**src/hdl/slt_pkg.sv**
```systemverilog
`default_nettype none
package slt_pkg;

  localparam int TXN_W = 8;
  localparam int KEY_W = 16;
  localparam int ST_W  = 3;

  localparam logic OP_LOCK   = 1'b0;
  localparam logic OP_UNLOCK = 1'b1;

  localparam logic [ST_W-1:0] ST_GRANTED    = 3'd0;
  localparam logic [ST_W-1:0] ST_WAITING    = 3'd1;
  localparam logic [ST_W-1:0] ST_RELEASED   = 3'd2;
  localparam logic [ST_W-1:0] ST_TABLE_FULL = 3'd3;
  localparam logic [ST_W-1:0] ST_QUEUE_FULL = 3'd4;
  localparam logic [ST_W-1:0] ST_NOT_HELD   = 3'd5;

  // one queue record as stored in the record ram
  typedef struct packed {
    logic [TXN_W-1:0] txn;
    logic             excl;
    logic             granted;
  } rec_t;

  localparam int REC_W = $bits(rec_t);

  // directory update strobes
  typedef struct packed {
    logic set_valid;
    logic clr_valid;
    logic wr_cnt;
  } dir_cmd_t;

  // directory lookup flags
  typedef struct packed {
    logic hit;
    logic free_any;
  } dir_stat_t;

endpackage
`default_nettype wire

```
**src/hdl/slt_ram.sv**
```systemverilog
`default_nettype none
module slt_ram #(
  parameter int WIDTH = 10,
  parameter int DEPTH = 128
) (
  input  wire logic                     clk,
  input  wire logic                     we,
  input  wire logic [$clog2(DEPTH)-1:0] waddr,
  input  wire logic [WIDTH-1:0]         wdata,
  input  wire logic                     re,
  input  wire logic [$clog2(DEPTH)-1:0] raddr,
  output      logic [WIDTH-1:0]         rdata
);

  logic [WIDTH-1:0] mem [DEPTH];

  always_ff @(posedge clk) begin
    if (we) begin
      mem[waddr] <= wdata;
    end
    if (re) begin
      rdata <= mem[raddr];
    end
  end

endmodule
`default_nettype wire

```
**src/hdl/slt_dir.sv**
```systemverilog
`default_nettype none
module slt_dir #(
  parameter int SLOTS = 16,
  parameter int SW    = 4,
  parameter int CW    = 4
) (
  input  wire logic                        clk,
  input  wire logic                        rst_n,
  input  wire logic [slt_pkg::KEY_W-1:0]   lookup_key,
  input  wire slt_pkg::dir_cmd_t           cmd,
  input  wire logic [SW-1:0]               wr_slot,
  input  wire logic [slt_pkg::KEY_W-1:0]   wr_key,
  input  wire logic [CW-1:0]               wr_cnt,
  output      slt_pkg::dir_stat_t          stat,
  output      logic [SW-1:0]               hit_slot,
  output      logic [CW-1:0]               hit_cnt,
  output      logic [SW-1:0]               free_slot
);

  logic [SLOTS-1:0]          valid_r;
  logic [slt_pkg::KEY_W-1:0] key_r [SLOTS];
  logic [CW-1:0]             cnt_r [SLOTS];

  // parallel compare, lowest index wins
  always_comb begin
    stat      = '0;
    hit_slot  = '0;
    hit_cnt   = '0;
    free_slot = '0;
    for (int i = SLOTS - 1; i >= 0; i--) begin
      if (valid_r[i] && key_r[i] == lookup_key) begin
        stat.hit = 1'b1;
        hit_slot = SW'(i);
        hit_cnt  = cnt_r[i];
      end
      if (!valid_r[i]) begin
        stat.free_any = 1'b1;
        free_slot     = SW'(i);
      end
    end
  end

  always_ff @(posedge clk) begin
    if (!rst_n) begin
      valid_r <= '0;
      for (int i = 0; i < SLOTS; i++) begin
        cnt_r[i] <= '0;
      end
    end else begin
      if (cmd.set_valid) begin
        valid_r[wr_slot] <= 1'b1;
        key_r[wr_slot]   <= wr_key;
      end
      if (cmd.clr_valid) begin
        valid_r[wr_slot] <= 1'b0;
      end
      if (cmd.wr_cnt) begin
        cnt_r[wr_slot] <= wr_cnt;
      end
    end
  end

endmodule
`default_nettype wire

```
**src/hdl/shared_exclusive_lock_table_top.sv**
```systemverilog
`default_nettype none
// channel | direction | beat contents
// in_     | input     | op, txn, lock_kind, item_key
// out_    | output    | out_txn, out_item, status, last
//
// one request at a time; from accept back to idle a lock walks the records ahead
// of its own (shared requests only), an unlock searches for the granted record,
// closes the gap and rescans the waiters, or stops when no granted record is
// found; the next accept comes once the table is back in idle
// reset (rst_n low, synchronous) empties the slot directory; records need no clear
// the result register frees the request side: a stalled out_ready holds the walk
module shared_exclusive_lock_table_top #(
  parameter int ITEM_SLOTS  = 16,
  parameter int QUEUE_DEPTH = 8
) (
  input  wire logic                        clk,
  input  wire logic                        rst_n,
  input  wire logic                        in_valid,
  output      logic                        in_ready,
  input  wire logic                        in_op,
  input  wire logic [slt_pkg::TXN_W-1:0]   in_txn,
  input  wire logic                        in_lock_kind,
  input  wire logic [slt_pkg::KEY_W-1:0]   in_item_key,
  output      logic                        out_valid,
  input  wire logic                        out_ready,
  output      logic [slt_pkg::TXN_W-1:0]   out_txn,
  output      logic [slt_pkg::KEY_W-1:0]   out_item,
  output      logic [slt_pkg::ST_W-1:0]    out_status,
  output      logic                        out_last
);

  localparam int SW = (ITEM_SLOTS > 1) ? $clog2(ITEM_SLOTS) : 1;
  localparam int PW = $clog2(QUEUE_DEPTH);
  localparam int CW = $clog2(QUEUE_DEPTH + 1);
  localparam int AW = SW + PW;
  localparam int RAM_DEPTH = 2 ** AW;

  typedef enum logic [3:0] {
    S_IDLE, S_CHK, S_LRD, S_LEV, S_LFIN, S_URD, S_UEV,
    S_SRD, S_SEV, S_SFIN, S_RRD, S_REV, S_FIN
  } state_t;

  state_t state_r, state_nxt;

  // latched request
  logic                      op_r, op_nxt;
  logic [slt_pkg::TXN_W-1:0] txn_r, txn_nxt;
  logic                      kind_r, kind_nxt;
  logic [slt_pkg::KEY_W-1:0] key_r, key_nxt;
  logic                      new_slot_r, new_slot_nxt;

  // walk context
  logic [SW-1:0] slot_r, slot_nxt;
  logic [CW-1:0] cnt_r, cnt_nxt;
  logic [CW-1:0] j_r, j_nxt;
  logic          ok_r, ok_nxt;

  // held-back result so that last can be set on the final one
  logic [slt_pkg::TXN_W-1:0] pend_txn_r, pend_txn_nxt;
  logic [slt_pkg::ST_W-1:0]  pend_st_r, pend_st_nxt;

  // result register
  logic                      out_valid_r, out_valid_nxt;
  logic [slt_pkg::TXN_W-1:0] out_txn_r, out_txn_nxt;
  logic [slt_pkg::KEY_W-1:0] out_item_r, out_item_nxt;
  logic [slt_pkg::ST_W-1:0]  out_st_r, out_st_nxt;
  logic                      out_last_r, out_last_nxt;

  // directory
  slt_pkg::dir_cmd_t         dcmd;
  slt_pkg::dir_stat_t        dstat;
  logic [SW-1:0]             hit_slot, free_slot;
  logic [CW-1:0]             hit_cnt, dir_cnt;

  // record ram
  logic                      ram_we, ram_re;
  logic [AW-1:0]             ram_waddr, ram_raddr;
  slt_pkg::rec_t             ram_wrec, rd_rec;
  logic [slt_pkg::REC_W-1:0] ram_rdata;

  logic          out_free;
  logic [CW-1:0] j_inc;
  logic          grant;

  assign rd_rec   = slt_pkg::rec_t'(ram_rdata);
  assign out_free = !out_valid_r || out_ready;
  assign j_inc    = CW'(j_r + 1'b1);
  assign in_ready = (state_r == S_IDLE);

  slt_dir #(.SLOTS(ITEM_SLOTS), .SW(SW), .CW(CW)) u_dir (
    .clk        (clk),
    .rst_n      (rst_n),
    .lookup_key (key_r),
    .cmd        (dcmd),
    .wr_slot    (slot_r),
    .wr_key     (key_r),
    .wr_cnt     (dir_cnt),
    .stat       (dstat),
    .hit_slot   (hit_slot),
    .hit_cnt    (hit_cnt),
    .free_slot  (free_slot)
  );

  slt_ram #(.WIDTH(slt_pkg::REC_W), .DEPTH(RAM_DEPTH)) u_ram (
    .clk   (clk),
    .we    (ram_we),
    .waddr (ram_waddr),
    .wdata (ram_wrec),
    .re    (ram_re),
    .raddr (ram_raddr),
    .rdata (ram_rdata)
  );

  always_comb begin
    state_nxt    = state_r;
    op_nxt       = op_r;
    txn_nxt      = txn_r;
    kind_nxt     = kind_r;
    key_nxt      = key_r;
    new_slot_nxt = new_slot_r;
    slot_nxt     = slot_r;
    cnt_nxt      = cnt_r;
    j_nxt        = j_r;
    ok_nxt       = ok_r;
    pend_txn_nxt = pend_txn_r;
    pend_st_nxt  = pend_st_r;
    out_valid_nxt = out_ready ? 1'b0 : out_valid_r;
    out_txn_nxt  = out_txn_r;
    out_item_nxt = out_item_r;
    out_st_nxt   = out_st_r;
    out_last_nxt = out_last_r;
    dcmd         = '0;
    dir_cnt      = cnt_r;
    ram_we       = 1'b0;
    ram_re       = 1'b0;
    ram_waddr    = {slot_r, j_r[PW-1:0]};
    ram_raddr    = {slot_r, j_r[PW-1:0]};
    ram_wrec     = rd_rec;
    grant        = 1'b0;

    case (state_r)
      S_IDLE: begin
        if (in_valid) begin
          op_nxt    = in_op;
          txn_nxt   = in_txn;
          kind_nxt  = in_lock_kind;
          key_nxt   = in_item_key;
          state_nxt = S_CHK;
        end
      end

      S_CHK: begin
        pend_txn_nxt = txn_r;
        j_nxt        = '0;
        ok_nxt       = 1'b1;
        new_slot_nxt = !dstat.hit;
        slot_nxt     = dstat.hit ? hit_slot : free_slot;
        cnt_nxt      = dstat.hit ? hit_cnt : '0;
        if (op_r == slt_pkg::OP_LOCK) begin
          if (!dstat.hit && !dstat.free_any) begin
            pend_st_nxt = slt_pkg::ST_TABLE_FULL;
            state_nxt   = S_FIN;
          end else if (dstat.hit && hit_cnt >= CW'(QUEUE_DEPTH)) begin
            pend_st_nxt = slt_pkg::ST_QUEUE_FULL;
            state_nxt   = S_FIN;
          end else if (dstat.hit && hit_cnt != '0 && !kind_r) begin
            state_nxt = S_LRD;   // shared: check records ahead
          end else begin
            state_nxt = S_LFIN;
          end
        end else begin
          if (!dstat.hit) begin
            pend_st_nxt = slt_pkg::ST_NOT_HELD;
            state_nxt   = S_FIN;
          end else begin
            state_nxt = S_URD;
          end
        end
      end

      S_LRD: begin
        ram_re    = 1'b1;
        state_nxt = S_LEV;
      end

      S_LEV: begin
        ok_nxt = ok_r && !rd_rec.excl && rd_rec.granted;
        j_nxt  = j_inc;
        state_nxt = (j_inc == cnt_r) ? S_LFIN : S_LRD;
      end

      S_LFIN: begin
        grant          = kind_r ? (cnt_r == '0) : ok_r;
        ram_we         = 1'b1;
        ram_waddr      = {slot_r, cnt_r[PW-1:0]};
        ram_wrec.txn   = txn_r;
        ram_wrec.excl  = kind_r;
        ram_wrec.granted = grant;
        dcmd.set_valid = new_slot_r;
        dcmd.wr_cnt    = 1'b1;
        dir_cnt        = CW'(cnt_r + 1'b1);
        pend_st_nxt    = grant ? slt_pkg::ST_GRANTED : slt_pkg::ST_WAITING;
        state_nxt      = S_FIN;
      end

      S_URD: begin
        ram_re    = 1'b1;
        state_nxt = S_UEV;
      end

      S_UEV: begin
        if (rd_rec.txn == txn_r && rd_rec.granted) begin
          state_nxt = (j_inc < cnt_r) ? S_SRD : S_SFIN;
        end else begin
          j_nxt = j_inc;
          if (j_inc == cnt_r) begin
            pend_st_nxt = slt_pkg::ST_NOT_HELD;
            state_nxt   = S_FIN;
          end else begin
            state_nxt = S_URD;
          end
        end
      end

      // close the gap: move record j+1 down to j
      S_SRD: begin
        ram_re    = 1'b1;
        ram_raddr = {slot_r, j_inc[PW-1:0]};
        state_nxt = S_SEV;
      end

      S_SEV: begin
        ram_we    = 1'b1;
        j_nxt     = j_inc;
        state_nxt = (CW'(j_inc + 1'b1) < cnt_r) ? S_SRD : S_SFIN;
      end

      S_SFIN: begin
        cnt_nxt        = CW'(cnt_r - 1'b1);
        dir_cnt        = CW'(cnt_r - 1'b1);
        dcmd.wr_cnt    = 1'b1;
        dcmd.clr_valid = (cnt_r == CW'(1));
        pend_st_nxt    = slt_pkg::ST_RELEASED;
        j_nxt          = '0;
        ok_nxt         = 1'b1;
        state_nxt      = (cnt_r == CW'(1)) ? S_FIN : S_RRD;
      end

      // rescan for waiters that became compatible
      S_RRD: begin
        ram_re    = 1'b1;
        state_nxt = S_REV;
      end

      S_REV: begin
        grant = !rd_rec.granted && (rd_rec.excl ? (j_r == '0) : ok_r);
        if (!grant || out_free) begin
          if (grant) begin
            ram_we           = 1'b1;
            ram_wrec.granted = 1'b1;
            out_valid_nxt    = 1'b1;
            out_txn_nxt      = pend_txn_r;
            out_item_nxt     = key_r;
            out_st_nxt       = pend_st_r;
            out_last_nxt     = 1'b0;
            pend_txn_nxt     = rd_rec.txn;
            pend_st_nxt      = slt_pkg::ST_GRANTED;
          end
          ok_nxt    = ok_r && !rd_rec.excl && (rd_rec.granted || grant);
          j_nxt     = j_inc;
          state_nxt = (j_inc == cnt_r) ? S_FIN : S_RRD;
        end
      end

      S_FIN: begin
        if (out_free) begin
          out_valid_nxt = 1'b1;
          out_txn_nxt   = pend_txn_r;
          out_item_nxt  = key_r;
          out_st_nxt    = pend_st_r;
          out_last_nxt  = 1'b1;
          state_nxt     = S_IDLE;
        end
      end

      default: begin
        state_nxt = S_IDLE;
      end
    endcase
  end

  always_ff @(posedge clk) begin
    if (!rst_n) begin
      state_r     <= S_IDLE;
      out_valid_r <= 1'b0;
    end else begin
      state_r     <= state_nxt;
      out_valid_r <= out_valid_nxt;
    end
    op_r       <= op_nxt;
    txn_r      <= txn_nxt;
    kind_r     <= kind_nxt;
    key_r      <= key_nxt;
    new_slot_r <= new_slot_nxt;
    slot_r     <= slot_nxt;
    cnt_r      <= cnt_nxt;
    j_r        <= j_nxt;
    ok_r       <= ok_nxt;
    pend_txn_r <= pend_txn_nxt;
    pend_st_r  <= pend_st_nxt;
    out_txn_r  <= out_txn_nxt;
    out_item_r <= out_item_nxt;
    out_st_r   <= out_st_nxt;
    out_last_r <= out_last_nxt;
  end

  assign out_valid  = out_valid_r;
  assign out_txn    = out_txn_r;
  assign out_item   = out_item_r;
  assign out_status = out_st_r;
  assign out_last   = out_last_r;

  // a taken request keeps the input closed in the next cycle
  a_busy_after_accept: assert property (@(posedge clk) disable iff (!rst_n)
    (in_valid && in_ready) |=> !in_ready)
    else $error("input open right after accept");

  // a queue never holds more records than its depth
  a_cnt_bound: assert property (@(posedge clk) disable iff (!rst_n)
    dstat.hit |-> (hit_cnt <= CW'(QUEUE_DEPTH)))
    else $error("queue count beyond depth");

  // a grant during the rescan follows a result already held back
  a_rescan_order: assert property (@(posedge clk) disable iff (!rst_n)
    (state_r == S_REV && ram_we) |-> (pend_st_r == slt_pkg::ST_RELEASED ||
      pend_st_r == slt_pkg::ST_GRANTED))
    else $error("rescan grant without pending result");

endmodule
`default_nettype wire

```
**config.mk**
```make
export PLATFORM = sky130hd
export DESIGN_NAME = shared_exclusive_lock_table_top
export DESIGN_NICKNAME = d
export VERILOG_FILES = /design/src/hdl/slt_pkg.sv /design/src/hdl/slt_ram.sv /design/src/hdl/slt_dir.sv /design/src/hdl/shared_exclusive_lock_table_top.sv
export SDC_FILE = /design/constraint.sdc
export NUM_CORES = 2
export LEC_CHECK = 0
export BUFFER_PORTS_ARGS = -buffer_cell sky130_fd_sc_hd__buf_2
export CAP_MARGIN = 10
export CORE_MARGIN = 10
export CORE_UTILIZATION = 31
export DETAILED_ROUTE_END_ITERATION = 10
export PLACE_DENSITY_LB_ADDON = 0.3
export SLEW_MARGIN = 30
export SYNTH_ARGS = -nofsm -noshare
export SYNTH_HDL_FRONTEND = slang
export SYNTH_HIERARCHICAL = 1
export SYNTH_SLANG_ARGS = --single-unit
```
**constraint.sdc**
```tcl
create_clock -name clk -period 11.4 [get_ports clk]
set_clock_uncertainty 0.1 [all_clocks]
set_input_delay 3.42 -clock clk [delete_from_list [all_inputs] [get_ports clk]]
set_output_delay 3.42 -clock clk [all_outputs]
set_load 0.01 [all_outputs]
```
# Word-level counts from Yosys, hierarchy flattened
# Memories as Yosys holds them, arrays and structs flattened. A register that Yosys moved wholly into a read port is not among the register bits.
# Index checks and enable logic that the tools add are counted.
op_classes:
  n_addsub: 4
  mul: 0
  n_div: 0
  order_cmp: 5
  n_eq_ne: 39
  shift: 0
  muxes: 171
  n_bitwise: 3
  reduce_logical: 59
op_table:
  columns: ["operator", "count"]
  rows:
  - ["$mux 4", 65]
  - ["$eq 16x16->1", 16]
  - ["$mux 16", 6]
  - ["$mux 1", 62]
  - ["$pmux 4 s13", 1]
  - ["$mux 3", 17]
  - ["$mux 8", 5]
  - ["$pmux 16 s2", 1]
  - ["$pmux 8 s2", 2]
  - ["$logic_and 1x1->1", 26]
  - ["$eq 4x4->1 const B", 5]
  - ["$and 16x16->16", 1]
  - ["$eq 4x3->1 const B", 4]
  - ["$not 16->16", 1]
  - ["$or 16x16->16", 1]
  - ["$pmux 4 s2", 2]
  - ["$pmux 4 s4", 1]
  - ["$pmux 3 s5", 1]
  - ["$add 4x1->4 const B", 3]
  - ["$logic_not 4->1", 3]
  - ["$ne 2x2->1 const B", 6]
  - ["$mux 9", 1]
  - ["$reduce_and 3->1", 3]
  - ["$eq 4x1->1 const B", 2]
  - ["25 further kinds", 46]
totals:
  register_bits: 100
  latchBits: 0
  mem_bits_rw: 1600
  mem_bits_ro: 0
  inputBits: 30
  output_inout_bits: 30
  elab_cells: 302
  n_memories: 3
memory_table:
  columns: ["memory", "words", "width", "read_ports", "rd_ports_with_merged_regs", "write_ports", "line", "source"]
  rows:
  - ["u_ram.mem", 128, 10, 1, 1, 1, "slt_ram.sv:15", "logic [WIDTH-1:0] mem [DEPTH];"]
  - ["u_dir.key_r", 16, 16, 16, 0, 1, "slt_dir.sv:21", "logic [slt_pkg::KEY_W-1:0] key_r [SLOTS];"]
  - ["u_dir.cnt_r", 16, 4, 16, 0, 16, "slt_dir.sv:22", "logic [CW-1:0] cnt_r [SLOTS];"]

# Depth between registers and ports, before layout
# An unclocked memory read counts as a cell.
depth:
  depth_word: 27
  depth_mapped: 16

# Cells and area by module
# Netlist, hierarchy kept.
by_module_without_submodules:
  columns: ["module", "instances", "cells_per_inst", "area_per_inst_um2", "seq_area_each_um2"]
  rows:
  - ["slt_ram", 1, 1998, 49454.9, 38737.2]
  - ["slt_dir", 1, 1118, 15448.6, 9929.5]
  - ["shared_exclusive_lock_table_top", 1, 355, 4076.4, 2472.4]

# Least setup slack after synthesis
# Ideal clock, no wire load.
synth_timing:
  kind: "input -> register"
  startpoint: "input out_ready"
  endpoint: "memory u_ram.mem[0][0] (data pin)"
  setup_time_ps: 1197
  arrival_time_ps: 6178
  required_ps: 10103
  slack_ps: 3925
  path_stages: 4
  path_cell_list: "nor2b_1 a211oi_1 o21ai_0 o21ai_0"
synth_rtl:
  columns: ["item", "line", "source"]
  rows:
  - ["start: declaration", "shared_exclusive_lock_table_top.sv:25", "input wire logic out_ready,"]
  - ["end: declaration", "slt_ram.sv:15", null]

# Worst setup path in the final report
layout_timing:
  startpoint: "input out_ready"
  endpoint: "memory u_ram.mem[38][2], enable pin"
layout_between:
  elab_chain_cells: 6
layout_rtl:
  columns: ["item", "line", "source"]
  rows:
  - ["$logic_or 1x1->1", "shared_exclusive_lock_table_top.sv:86", "assign out_free = !out_valid_r || out_ready;"]
  - ["$logic_or 1x1->1", "shared_exclusive_lock_table_top.sv:257", "if (!grant || out_free) begin"]
  - ["$mux 1", "shared_exclusive_lock_table_top.sv:257", null]
  - ["$pmux 1 s2", "shared_exclusive_lock_table_top.sv:141", "case (state_r)"]
  - ["net ram_we", "shared_exclusive_lock_table_top.sv:76", "logic ram_we, ram_re;"]
  - ["$mux 1", "slt_ram.sv:18", "if (we) begin"]
  - ["$mux 1 (implied by the code)", "slt_ram.sv:19", "mem[waddr] <= wdata;"]
# The timed path passes the listed nets, and every way through them passes these cells.

==> out/metrics.yaml <==
outcome: "completed"
grt_usage_pct: 13.9
r2r_end: "u_ram/rdata[1]"
finalSetupTns_ns: 0
cts_setup_buffers: 0
synth_compound_area_share_pct: 1.78
ys.flop_type: "edfxtp_1"
wl_per_cell_um: 25.5
synth_top_family_by_area: "multiplexers"
pwr-share-seq_pct: 42.3
fin_crit_sh_pct: 57.0
pre_cts_ws_ns: 4.17
drt_iter0_drc: 3419
synth.yosys.seq_area_share_pct: 74.1
worst_pin_slew_ns: 1.01
synthMuxAreaShare_pct: 14.0
rsz0062_at_grt: "false"
grt_pass1_vias: 33400
swShare_pct: 31.1
timing.final.ws_setup_ns: 4.91
io_buffers: 59
vias_per_cell: 4.97
path_clk_slew_ns: 0.06
drive_above_1_share_pct: 25.0
cp-end-kind: "register"
critical_path_required_ns: 11.72
relSlewSlack_pct: 32.4
avgSynthCellArea_um2: 19.9
cts_buffers: 175
synthToLayoutAreaGrowth_pct: 14.1
synthAdderAreaFrac_pct: 0.254
yosys.area_share.simple_pct: 4.61
reg2reg_slack_ns: 5.34
worstReg2RegStart: "state_r[2]"
fmax_mhz: 154
mostFrequentLayoutCells: "1689 x edfxtp_1, 420 x mux4_2, 178 x clkbuf_16, 176 x xnor2_1, 170 x nor2_1"
cts.repair.resized: 0
slowest_delay_ns: 1.03
dpl.hpwl_um: 104000
crit_arrival_ns: 6.81
cp-startpoint: "out_ready"
die_area_mm2: 0.242
syn-cell-area_mm2: 0.0690
fp.coreArea_mm2: 0.222
cts_sinks: 1710
synth_async_sr_flop_share_pct: 0
syn_nets: 3515
min_period_ns: 6.49
cts_tree: "yes"
utilization_pct: 35.5
drtPass1Iterations: 5
cp-start-kind: "input pin"
h-tree-depth: 4
pwr-share-clk_pct: 29.8
vias: 33500
yosysWarnings: 6
cp_slowest_cell: "nor2_1"
path_cells: "buf_2, nor2b_1, nor2_1, a31oi_1, o21ai_0, buf_4, nor2b_1, nand3_2, nor2_1"
synth_xor_area_share_pct: 3.56
setup_viol: 0
die_y_um: 492
clk_path_buf_depth: 3
synth_cell_types: 88
path_max_fanout: 13
grt_start_max_net_pins: 150
io_pins: 60
min_from: "pend_txn_r[3]"
yosys_register_bits: 1710
power.leakage_nw: 24.1
clk_latency_ns: 0.82
cts_hold_buf: 0
gp_congestion: 0.785
intPower_mw: 12.8
nets: 3659
p_comb_share_pct: 27.9
hold_viol: 0
num_rows: 173
critPathKind: "in2reg"
die_w_um: 492
cts_root_buffer: "clkbuf_16"
ant_nets: 0
syn_inst: 3471
timing.max_cap.violations: 0
wirelength_um: 172000
synth_edf_count: 1689
grt_pass1_wl_um: 250000
layout_commonest_cell: "edfxtp_1"
antenna_found_initial: 3
start_util_pct: 31.1
power_switching_mw: 5.80
worstHoldPathCells: 0
grt_overflow: 0
hold_class: "reg2reg"
r2r_cells: 10
min_to: "out_txn[3]"
drv_slew: 0
peakVddDrop_uv: 184
p_per_area_mw_per_mm2: 237
drt_drc_violations_left: 0
-- flip-flops by register name, indices dropped and copies added (netlist names), 10 cells and up --
signal	flops
key_r	16
u_dir/valid_r	16
u_dir/cnt_r	64
u_ram/mem	1280
out_item	16
u_ram/rdata	10
u_dir/key_r	256
-- logic make-up after synthesis --
kind of cell,Yosys count
buf+inv,212
flops,1710
simple gates,642
fa+ha+maj,14
xor+xnor,276
compound gates,176
mux,441
-- power by group through the flow --
stage               Sequential [mW]  Combinational (mW)  Clock (mW)
floorplan                      8.08                3.21           0
global placement               8.01                5.26           0
detailed placement             8.01                5.30           0
CTS                            7.88                5.30        5.70
global route                   7.89                5.53        5.95
finish                         7.87                5.20        5.56
-- worst max-delay path: cells and delay by family --
| family | cells | cell delay [ns] |
|---|---|---|
| and+or+nand+nor | 5 | 2.42 |
| AOI/OAI and AO/OA | 2 | 0.57 |
| buffers and inverters | 2 | 0.38 |
-- metal layers --
metal	GRT usage, %	routed length [um]	part of all wire (%)
met2	22.9	84500	49
met4	2.95	2830	1.6
met3	2.09	9710	5.6
met5	0	0	0
met1	19.6	74800	44
-- cell type report --
type / count / area (um2)
Clock inverter: 111 / 978
Multi-Input combinational cell: 1549 / 17100
Fill cell: 20500 / 143000
Inverter: 36 / 135
Sequential cell: 1710 / 51100
Clock buffer: 211 / 4620
Timing Repair Buffer: 143 / 1010
Tap cell: 2975 / 3720
Antenna cell: 1 / 2.50
-- synthesized netlist by cell type, drive strengths merged (6+ instances only) --
cell    count  share of area [%]
edfxtp   1689                 74
mux4      420                 14
nor2      211                1.2
xnor2     185                2.4
nand2     136               0.76
clkbuf     93               0.52
xor2       91                1.2
buf        83               0.89
and2       68               0.62
nand3      48               0.36
nand4      48               0.44
o21ai      48               0.35
a21oi      36               0.26
inv        35               0.19
nor4       31               0.35
nor3       29               0.22
and3       22               0.20
dfxtp      21               0.61
mux2       16               0.26
nor2b      16               0.15
nand2b     15               0.14
ha         14               0.25
a211oi      9               0.11
o221a       9               0.15
a21boi      6              0.071
a21o        6              0.065
a221oi      6              0.076
o211ai      6              0.065
-- worst max-delay path by stage --
stage | endpoint | slack, ns | cells past startpoint
after floorplan | u_ram/mem[0][0] | 3.93 | 4
after global placement | u_ram/mem[14][2] | 4.28 | 9
after detailed placement | u_ram/mem[70][4] | 4.17 | 9
after CTS | u_ram/mem[14][9] | 5.03 | 9
after global routing | u_ram/mem[126][7] | 4.87 | 9
final | u_ram/mem[38][2] | 4.91 | 9
-- stage by stage --
stage | hold WS [ns] | instance area (um2) | std cells | total power, mW
4_1_cts | 0.320 | 78600 | 6734 | 18.9
3_5_place_dp | 0.305 | 73000 | 6412 | 13.3
6_report | 0.319 | 78700 | 6736 | 18.6
2_1_floorplan | 0.300 | 69000 | 3471 | 11.3
3_3_place_gp | 0.308 | 72900 | 6412 | 13.3
5_1_grt | 0.338 | 78700 | 6736 | 19.4
Power figures use the tool's default switching activity.
